$ cat src/hdl/ohlc_pkg.sv
`default_nettype none

package ohlc_pkg;

    localparam int unsigned FieldW = 63;
    localparam int unsigned SecW   = 25;
    localparam int unsigned DivW   = 35;
    localparam int unsigned AluW   = 64;
    localparam int unsigned CntW   = 6;
    localparam int unsigned DataW  = 320;
    localparam int unsigned AddrW  = 3;
    localparam int unsigned PadW   = DataW - 5 * FieldW;

    localparam logic [SecW-1:0] SecReset = SecW'(3600);
    localparam logic [CntW-1:0] DivLast  = CntW'(FieldW - 1);
    localparam logic [CntW-1:0] MulLast  = CntW'(DivW - 1);

    // Register index as carried in paddr above the byte offset.
    localparam logic RegBarSeconds = 1'b0;

    typedef enum logic [2:0] {
        ST_IDLE,
        ST_DIV,
        ST_EVAL,
        ST_MUL,
        ST_EMIT,
        ST_APPLY
    } t_state;

    typedef enum logic [1:0] {
        ALU_DIV,
        ALU_MUL,
        ALU_STAMP
    } t_alu_sel;

    function automatic logic [SecW-1:0] eff_seconds(input logic [SecW-1:0] sec);
        return (sec == '0) ? SecW'(1) : sec;
    endfunction

    // Bar length in milliseconds: sec * 1000 = sec * (1024 - 32 + 8).
    function automatic logic [DivW-1:0] ms_divisor(input logic [SecW-1:0] sec);
        logic [DivW-1:0] e;
        e = DivW'(eff_seconds(sec));
        return (e << 10) - (e << 5) + (e << 3);
    endfunction

endpackage

`default_nettype wire

$ cat src/hdl/ohlc_bar_aggregator.sv
// OHLC bar aggregator.
// Source bars arrive on the s_axis request channel (tuser = 0) and are merged
// into bars whose length in seconds is set by the bar_seconds register at
// APB address 0. A request with tuser = 1 flushes the open bar. Finished bars
// leave on the m_axis channel, one request per finished bar with a nonzero open.
// A source bar passes the bucket division in the shared 64-bit add/subtract
// unit (one quotient bit per cycle), a decision state, a state that loads the
// output register when a bar is emitted and an update state, after which
// s_axis_tready is high again. If bar_seconds changed while the emitted bar was
// open, its start time is recomputed by shift-and-add in the same unit before
// the load. A flush goes straight to the decision state. The emitted bar is
// valid on m_axis from the edge that ends the load state. The output register
// lets the block accept and divide the next source bar while a result waits;
// when the receiver stalls, the block waits before loading the next result.
// Reset restores bar_seconds to 3600, closes the open bar and empties the
// output register.
`default_nettype none

module ohlc_bar_aggregator (
    input  wire logic                              i_clk,
    input  wire logic                              i_rst_n,
    input  wire logic                              psel,
    input  wire logic                              penable,
    input  wire logic                              pwrite,
    input  wire logic [ohlc_pkg::AddrW-1:0]        paddr,
    input  wire logic [31:0]                       pwdata,
    output logic      [31:0]                       prdata,
    output logic                                   pready,
    input  wire logic                              s_axis_tvalid,
    output logic                                   s_axis_tready,
    // Fields from bit 0: time_ms, open_price, high_price, low_price, close_price.
    input  wire logic [ohlc_pkg::DataW-1:0]        s_axis_tdata,
    // Field: opcode.
    input  wire logic                              s_axis_tuser,
    output logic                                   m_axis_tvalid,
    input  wire logic                              m_axis_tready,
    // Fields from bit 0: bucket_start_ms, bar_open, bar_high, bar_low, bar_close.
    output logic      [ohlc_pkg::DataW-1:0]        m_axis_tdata
);

    localparam int unsigned FW = ohlc_pkg::FieldW;
    localparam int unsigned SW = ohlc_pkg::SecW;
    localparam int unsigned DW = ohlc_pkg::DivW;
    localparam int unsigned AW = ohlc_pkg::AluW;
    localparam int unsigned CW = ohlc_pkg::CntW;

    ohlc_pkg::t_state   r_state, n_state;
    ohlc_pkg::t_alu_sel alu_sel;

    logic [SW-1:0] r_sec;
    logic          r_opcode;
    logic [FW-1:0] r_t, r_o, r_h, r_l, r_c;
    logic          r_active;
    logic [FW-1:0] r_index;
    logic [FW-1:0] r_run_open, r_run_high, r_run_low, r_run_close;
    logic [FW-1:0] r_stamp;
    logic [SW-1:0] r_stamp_sec;
    logic [DW-1:0] r_rem;
    logic [FW-1:0] r_quo;
    logic [FW-1:0] r_acc;
    logic [FW-1:0] r_mcand;
    logic [DW-1:0] r_mplier;
    logic [CW-1:0] r_cnt;
    logic          r_out_valid;
    logic [ohlc_pkg::DataW-1:0] r_out_data;

    logic          in_accept;
    logic          out_load;
    logic          cfg_write;
    logic          reg_hit;
    logic [SW-1:0] eff_sec;
    logic [DW-1:0] divisor;
    logic          new_bar;
    logic          do_emit;
    logic          fast_stamp;
    logic [AW-1:0] alu_a, alu_b;
    logic          alu_sub;
    logic [AW:0]   alu_sum;
    logic          no_borrow;

    assign eff_sec    = ohlc_pkg::eff_seconds(r_sec);
    assign divisor    = ohlc_pkg::ms_divisor(r_sec);
    assign new_bar    = !r_opcode && (!r_active || (r_quo != r_index));
    assign do_emit    = r_active && (r_run_open != '0) && (r_opcode || new_bar);
    assign fast_stamp = (r_stamp_sec == eff_sec);

    assign reg_hit   = (paddr[ohlc_pkg::AddrW-1] == ohlc_pkg::RegBarSeconds);
    assign cfg_write = psel && penable && pwrite && pready;
    assign pready    = 1'b1;
    assign prdata    = reg_hit ? 32'(r_sec) : '0;

    assign m_axis_tvalid = r_out_valid;
    assign m_axis_tdata  = r_out_data;

    // The one shared add/subtract unit.
    always_comb begin
        unique case (alu_sel)
            ohlc_pkg::ALU_DIV: begin
                alu_a   = AW'({r_rem, r_quo[FW-1]});
                alu_b   = AW'(divisor);
                alu_sub = 1'b1;
            end
            ohlc_pkg::ALU_MUL: begin
                alu_a   = AW'(r_acc);
                alu_b   = AW'(r_mcand);
                alu_sub = 1'b0;
            end
            ohlc_pkg::ALU_STAMP: begin
                alu_a   = AW'(r_t);
                alu_b   = AW'(r_rem);
                alu_sub = 1'b1;
            end
            default: begin
                alu_a   = '0;
                alu_b   = '0;
                alu_sub = 1'b0;
            end
        endcase
        alu_sum   = {1'b0, alu_a} + {1'b0, (alu_sub ? ~alu_b : alu_b)} + (AW+1)'(alu_sub);
        no_borrow = alu_sum[AW];
    end

    always_comb begin
        n_state = r_state;
        unique case (r_state)
            ohlc_pkg::ST_IDLE: begin
                if (in_accept) begin
                    n_state = s_axis_tuser ? ohlc_pkg::ST_EVAL : ohlc_pkg::ST_DIV;
                end
            end
            ohlc_pkg::ST_DIV: begin
                if (r_cnt == ohlc_pkg::DivLast) begin
                    n_state = ohlc_pkg::ST_EVAL;
                end
            end
            ohlc_pkg::ST_EVAL: begin
                if (!do_emit) begin
                    n_state = ohlc_pkg::ST_APPLY;
                end else if (fast_stamp) begin
                    n_state = ohlc_pkg::ST_EMIT;
                end else begin
                    n_state = ohlc_pkg::ST_MUL;
                end
            end
            ohlc_pkg::ST_MUL: begin
                if (r_cnt == ohlc_pkg::MulLast) begin
                    n_state = ohlc_pkg::ST_EMIT;
                end
            end
            ohlc_pkg::ST_EMIT: begin
                if (out_load) begin
                    n_state = ohlc_pkg::ST_APPLY;
                end
            end
            ohlc_pkg::ST_APPLY: begin
                n_state = ohlc_pkg::ST_IDLE;
            end
            default: begin
                n_state = ohlc_pkg::ST_IDLE;
            end
        endcase
    end

    always_comb begin
        s_axis_tready = (r_state == ohlc_pkg::ST_IDLE);
        in_accept     = s_axis_tvalid && s_axis_tready;
        out_load      = (r_state == ohlc_pkg::ST_EMIT) && (!r_out_valid || m_axis_tready);
        unique case (r_state)
            ohlc_pkg::ST_MUL:   alu_sel = ohlc_pkg::ALU_MUL;
            ohlc_pkg::ST_APPLY: alu_sel = ohlc_pkg::ALU_STAMP;
            default:            alu_sel = ohlc_pkg::ALU_DIV;
        endcase
    end

    always_ff @(posedge i_clk) begin
        if (!i_rst_n) begin
            r_state     <= ohlc_pkg::ST_IDLE;
            r_sec       <= ohlc_pkg::SecReset;
            r_active    <= 1'b0;
            r_out_valid <= 1'b0;
        end else begin
            r_state <= n_state;
            if (cfg_write && reg_hit) begin
                r_sec <= pwdata[SW-1:0];
            end
            if (out_load) begin
                r_out_valid <= 1'b1;
            end else if (m_axis_tready) begin
                r_out_valid <= 1'b0;
            end
            if (r_state == ohlc_pkg::ST_APPLY) begin
                if (r_opcode) begin
                    r_active <= 1'b0;
                end else if (new_bar) begin
                    r_active <= 1'b1;
                end
            end
        end
    end

    always_ff @(posedge i_clk) begin
        unique case (r_state)
            ohlc_pkg::ST_IDLE: begin
                if (in_accept) begin
                    r_opcode <= s_axis_tuser;
                    r_t      <= s_axis_tdata[FW-1:0];
                    r_o      <= s_axis_tdata[2*FW-1:FW];
                    r_h      <= s_axis_tdata[3*FW-1:2*FW];
                    r_l      <= s_axis_tdata[4*FW-1:3*FW];
                    r_c      <= s_axis_tdata[5*FW-1:4*FW];
                    r_rem    <= '0;
                    r_quo    <= s_axis_tdata[FW-1:0];
                    r_cnt    <= '0;
                end
            end
            ohlc_pkg::ST_DIV: begin
                if (no_borrow) begin
                    r_rem <= alu_sum[DW-1:0];
                end else begin
                    r_rem <= {r_rem[DW-2:0], r_quo[FW-1]};
                end
                r_quo <= {r_quo[FW-2:0], no_borrow};
                r_cnt <= r_cnt + CW'(1);
            end
            ohlc_pkg::ST_EVAL: begin
                if (fast_stamp) begin
                    r_acc <= r_stamp;
                end else begin
                    r_acc <= '0;
                end
                r_mcand  <= r_index;
                r_mplier <= divisor;
                r_cnt    <= '0;
            end
            ohlc_pkg::ST_MUL: begin
                if (r_mplier[0]) begin
                    r_acc <= alu_sum[FW-1:0];
                end
                r_mcand  <= {r_mcand[FW-2:0], 1'b0};
                r_mplier <= {1'b0, r_mplier[DW-1:1]};
                r_cnt    <= r_cnt + CW'(1);
            end
            ohlc_pkg::ST_EMIT: begin
                if (out_load) begin
                    r_out_data <= {{ohlc_pkg::PadW{1'b0}}, r_run_close, r_run_low,
                                   r_run_high, r_run_open, r_acc};
                end
            end
            ohlc_pkg::ST_APPLY: begin
                if (!r_opcode) begin
                    if (new_bar) begin
                        r_index     <= r_quo;
                        r_run_open  <= r_o;
                        r_run_high  <= r_h;
                        r_run_low   <= r_l;
                        r_run_close <= r_c;
                        r_stamp     <= alu_sum[FW-1:0];
                        r_stamp_sec <= eff_sec;
                    end else begin
                        if (r_h > r_run_high) begin
                            r_run_high <= r_h;
                        end
                        if (r_l < r_run_low) begin
                            r_run_low <= r_l;
                        end
                        r_run_close <= r_c;
                    end
                end
            end
            default: begin
            end
        endcase
    end

endmodule

`default_nettype wire

$ cat config.mk
export PLATFORM = sky130hd
export DESIGN_NAME = ohlc_bar_aggregator
export DESIGN_NICKNAME = d
export VERILOG_FILES = /design/src/hdl/ohlc_pkg.sv /design/src/hdl/ohlc_bar_aggregator.sv
export SDC_FILE = /design/constraint.sdc
export NUM_CORES = 2
export LEC_CHECK = 0
export BUFFER_PORTS_ARGS = -buffer_cell sky130_fd_sc_hd__buf_2
export CORE_AREA = 2 2 387 389
export DETAILED_ROUTE_END_ITERATION = 10
export DIE_AREA = 0 0 389 391
export GPL_TIMING_DRIVEN = 1
export SYNTH_ARGS = -nofsm -noshare
export SYNTH_HDL_FRONTEND = slang
export SYNTH_SLANG_ARGS = --single-unit
$ cat constraint.sdc
create_clock -name i_clk -period 35.1 [get_ports i_clk]
set_input_delay 0 -clock i_clk [delete_from_list [all_inputs] [get_ports i_clk]]
set_output_delay 0 -clock i_clk [all_outputs]
set_load 0.02 [all_outputs]
==> results.md <==
- Final setup fails: 0
- Skew final: 0.0337 ns
- Syn Std Cell Area: 56000 sq um
- Cell Int Power: 3.82 mW
- Tot GR Track Use: between 20% and 30%
- Residual DRC: 0
- Synth top area cells: edfxtp_1 70%, ha_1 5.1%, nand2_1 4.3%, inv_1 1.5%, a21oi_1 1.5%
- Sw Ratio: a little over a third
- WL/cell: about 21 microns
- Maximum fanout along the worst path: 37
- Post-synthesis cell type count: 93
- Combinational power share: between 30% and 40%
- Row count: 142
- Unrepaired setup endpoints after global routing: false
- Sequential share of power: between 40% and 50%
- Final setup margin: 26.39 ns
- Routed via count: around 37000
- GPL Wtd Cong: ~0.9
- H-tree depth: 4
- Routed wire length: 158000 microns
- Count leader, synth: edfxtp_1
- VDD IR max: roughly 0.00012 V
- Final Max Tran Viols: 0
- Placement Setup Slack: 26.52 ns
- Crit end category: register
- Worst Tran Pin Value: 1.18 ns
- Worst EP arrival: ~9.2 ns
- Post-synth EDFFs: 1299
- Die area: approximately 150000 sq um
- Post-Synthesis Cells: between 3000 and 4000
- Clock slew at reported path FFs: 0.07 ns
- CP required: 35.57 ns
- Root buffer cell: clkbuf_16
- Cell total after placement: 6503
- Max Cap Viol: 0
- Grt ovf: 0
- Core Area: roughly 150000 sq um
- Initial Utilization: 37.7%
- Final Util: 49.2%
- Drt pass-1 iters: 5
- ANT nets after route: 0
- Pwr per Cell Area: 81.5 nW/um^2
- Top-area cell type share of the netlist area: 69.7%
- Pin count of the biggest net entering global routing: 97
- Fin Setup TNS: 0 ns
- Switching power total: around 2.1 mW
- Number of buffers created by CTS: approximately 140
- Area grow syn2layout: 30.5%
- Die height: approximately 390 microns
- Commonest cells post-synth: 1299 x edfxtp_1, 640 x nand2_1, 230 x inv_1
- Fin nets: 5999
- Setup CP Type: register to register
- Clock sink total: between 1000 and 1500
- Initial antenna violation count: 8
- CTS Buffer Depth: 3
- Vias in the first global route: 37510
- Final hold viol count: 0
- Fin crit period: 8.71 ns
- Iteration-0 DRC Markers: 2721
- Synthesized flop and latch total: 1329
- Port bufs: 690
- Insertion delay to the later sink of the worst-skew pair: ~0.77 ns
- Die Wd: 389 microns
- I/O Pins: 718
- Sequential fraction of the synthesis area: 70.8%
- Vias/cell: 5.02
- Slew HR: 20.3%
- Maximum clock frequency: 115 MHz
- Final cell count without fillers: 7451
- Async set-or-reset flop fraction in the synthesized netlist: 0%
- Startpoint Class: register
- Yosys warning total: 0
- Syn avg cell area: ~14 sq um
- Leakage: 28.7 nW
- Post-CTS Resized: 0
- Global-route wire length before repair: around 230000 microns
- Worst Hold Class: input port to register
- Status: finished clean
- Part of the power in the clock network: 25.3%
- Synth Flop Type: edfxtp_1
- Share of cells above drive strength 1: between 10% and 20%
- Yosys top cell by area: edfxtp_1
- CTS tree: yes
- Dpl hpwl: 109000 microns
- Postcts setup bufs: 0
- Final worst-path cycle share: 24.8%
- Max FFs per register: approximately 320
routing by layer:
| layer | global-route usage (%) | part of all wire [%] |
|---|---|---|
| met1 | 25.3 | 41 |
| met2 | 35.5 | 50 |
| met5 | 0 | 0 |
| met3 | 3.91 | 6.2 |
| met4 | 6.58 | 3.0 |
logic make-up after synthesis:
family                     after synthesis  share of synthesized area, %
AOI/OAI and AO/OA                      686                          8.37
xor gates and xnor gates               168                          2.63
adders and majority gates              246                          5.76
buffers and inverters                  401                          2.84
DFF                                   1329                          70.8
muxes                                   40                         0.733
other                                    2                        0.0134
and+or+nand+nor                       1121                          8.88
power groups by stage:
| stage | Sequential (mW) | Combinational, mW | Clock [mW] |
|---|---|---|---|
| after floorplan | 2.62 | 1.26 | 0 |
| after global placement | 2.49 | 1.88 | 0 |
| after detailed placement | 2.50 | 1.90 | 0 |
| after CTS | 2.47 | 1.97 | 1.54 |
| after global routing | 2.50 | 2.15 | 1.60 |
| final | 2.47 | 1.98 | 1.51 |
layout make-up:
class	count	area (sq um)
diodes	12	30.0
clock buffers	166	3710
clock inverters	85	951
fillers	12843	75500
inverters	230	865
multi-input cells	2274	14900
flip-flops and latches	1329	39600
well taps	1944	2430
repair buffers	1411	10600
critical path, cell delays in order (launching register included):
cell      delay [ns]
dfxtp_1         0.40
nor4_1          0.46
and4_1          0.36
a31oi_1         0.10
buf_4           0.20
ha_1            0.29
ha_1            0.38
nor2b_1         0.14
o21ai_0         0.10
a21oi_1         0.21
o21a_1          0.22
a211oi_1        0.10
a211oi_1        0.42
a41oi_1         0.28
o21ai_0         0.83
nor3_1          0.08
or3_1           0.38
ha_1            0.35
a21oi_1         0.18
o21ai_0         0.25
nor2_1          0.21
o311ai_1        0.26
a211oi_1        0.48
a211oi_1        0.24
or4_4           0.56
nand2_4         0.55
mux2i_1         0.27
nor2_1          0.06
cell usage in the layout, fill, tap and decap left out, types with 59 or more instances in the layout:
| cell | n |
|---|---|
| a22o_1 | 59 |
| o21ai_0 | 132 |
| nor2_1 | 170 |
| dlygate4sd3_1 | 685 |
| buf_2 | 690 |
| nand4_1 | 66 |
| xnor2_1 | 95 |
| ha_1 | 227 |
| nand2_1 | 640 |
| xor2_1 | 73 |
| inv_1 | 228 |
| a21o_1 | 91 |
| a21oi_1 | 166 |
| clkbuf_16 | 145 |
| edfxtp_1 | 1299 |
per-stage QoR:
step	hold slack, ns	power [mW]	instance area (sq um)
CTS	0.00107	5.98	73000
global placement	0.177	4.37	61500
finish	0.0303	5.95	73100
global route	0.0147	6.25	73000
floorplan	0.0989	3.88	56000
detailed placement	0.178	4.40	61500
worst paths after layout:
check,slack [ns],end,cells after the start,from
min,0.03,r_l[50],2,s_axis_tdata[239]
min reg2reg,0.39,r_run_open[26],0,r_o[26]
max reg2reg,26.39,r_rem[13],27,r_sec[24]
max,26.39,r_rem[13],27,r_sec[24]
timing repair:
item / 4_1_cts / 5_1_grt
endpoints found under the hold margin: 438 / 0
endpoints found under the setup margin: 0 / 0
hold buffers: 685 / 0
Power figures use the tool's default switching activity.
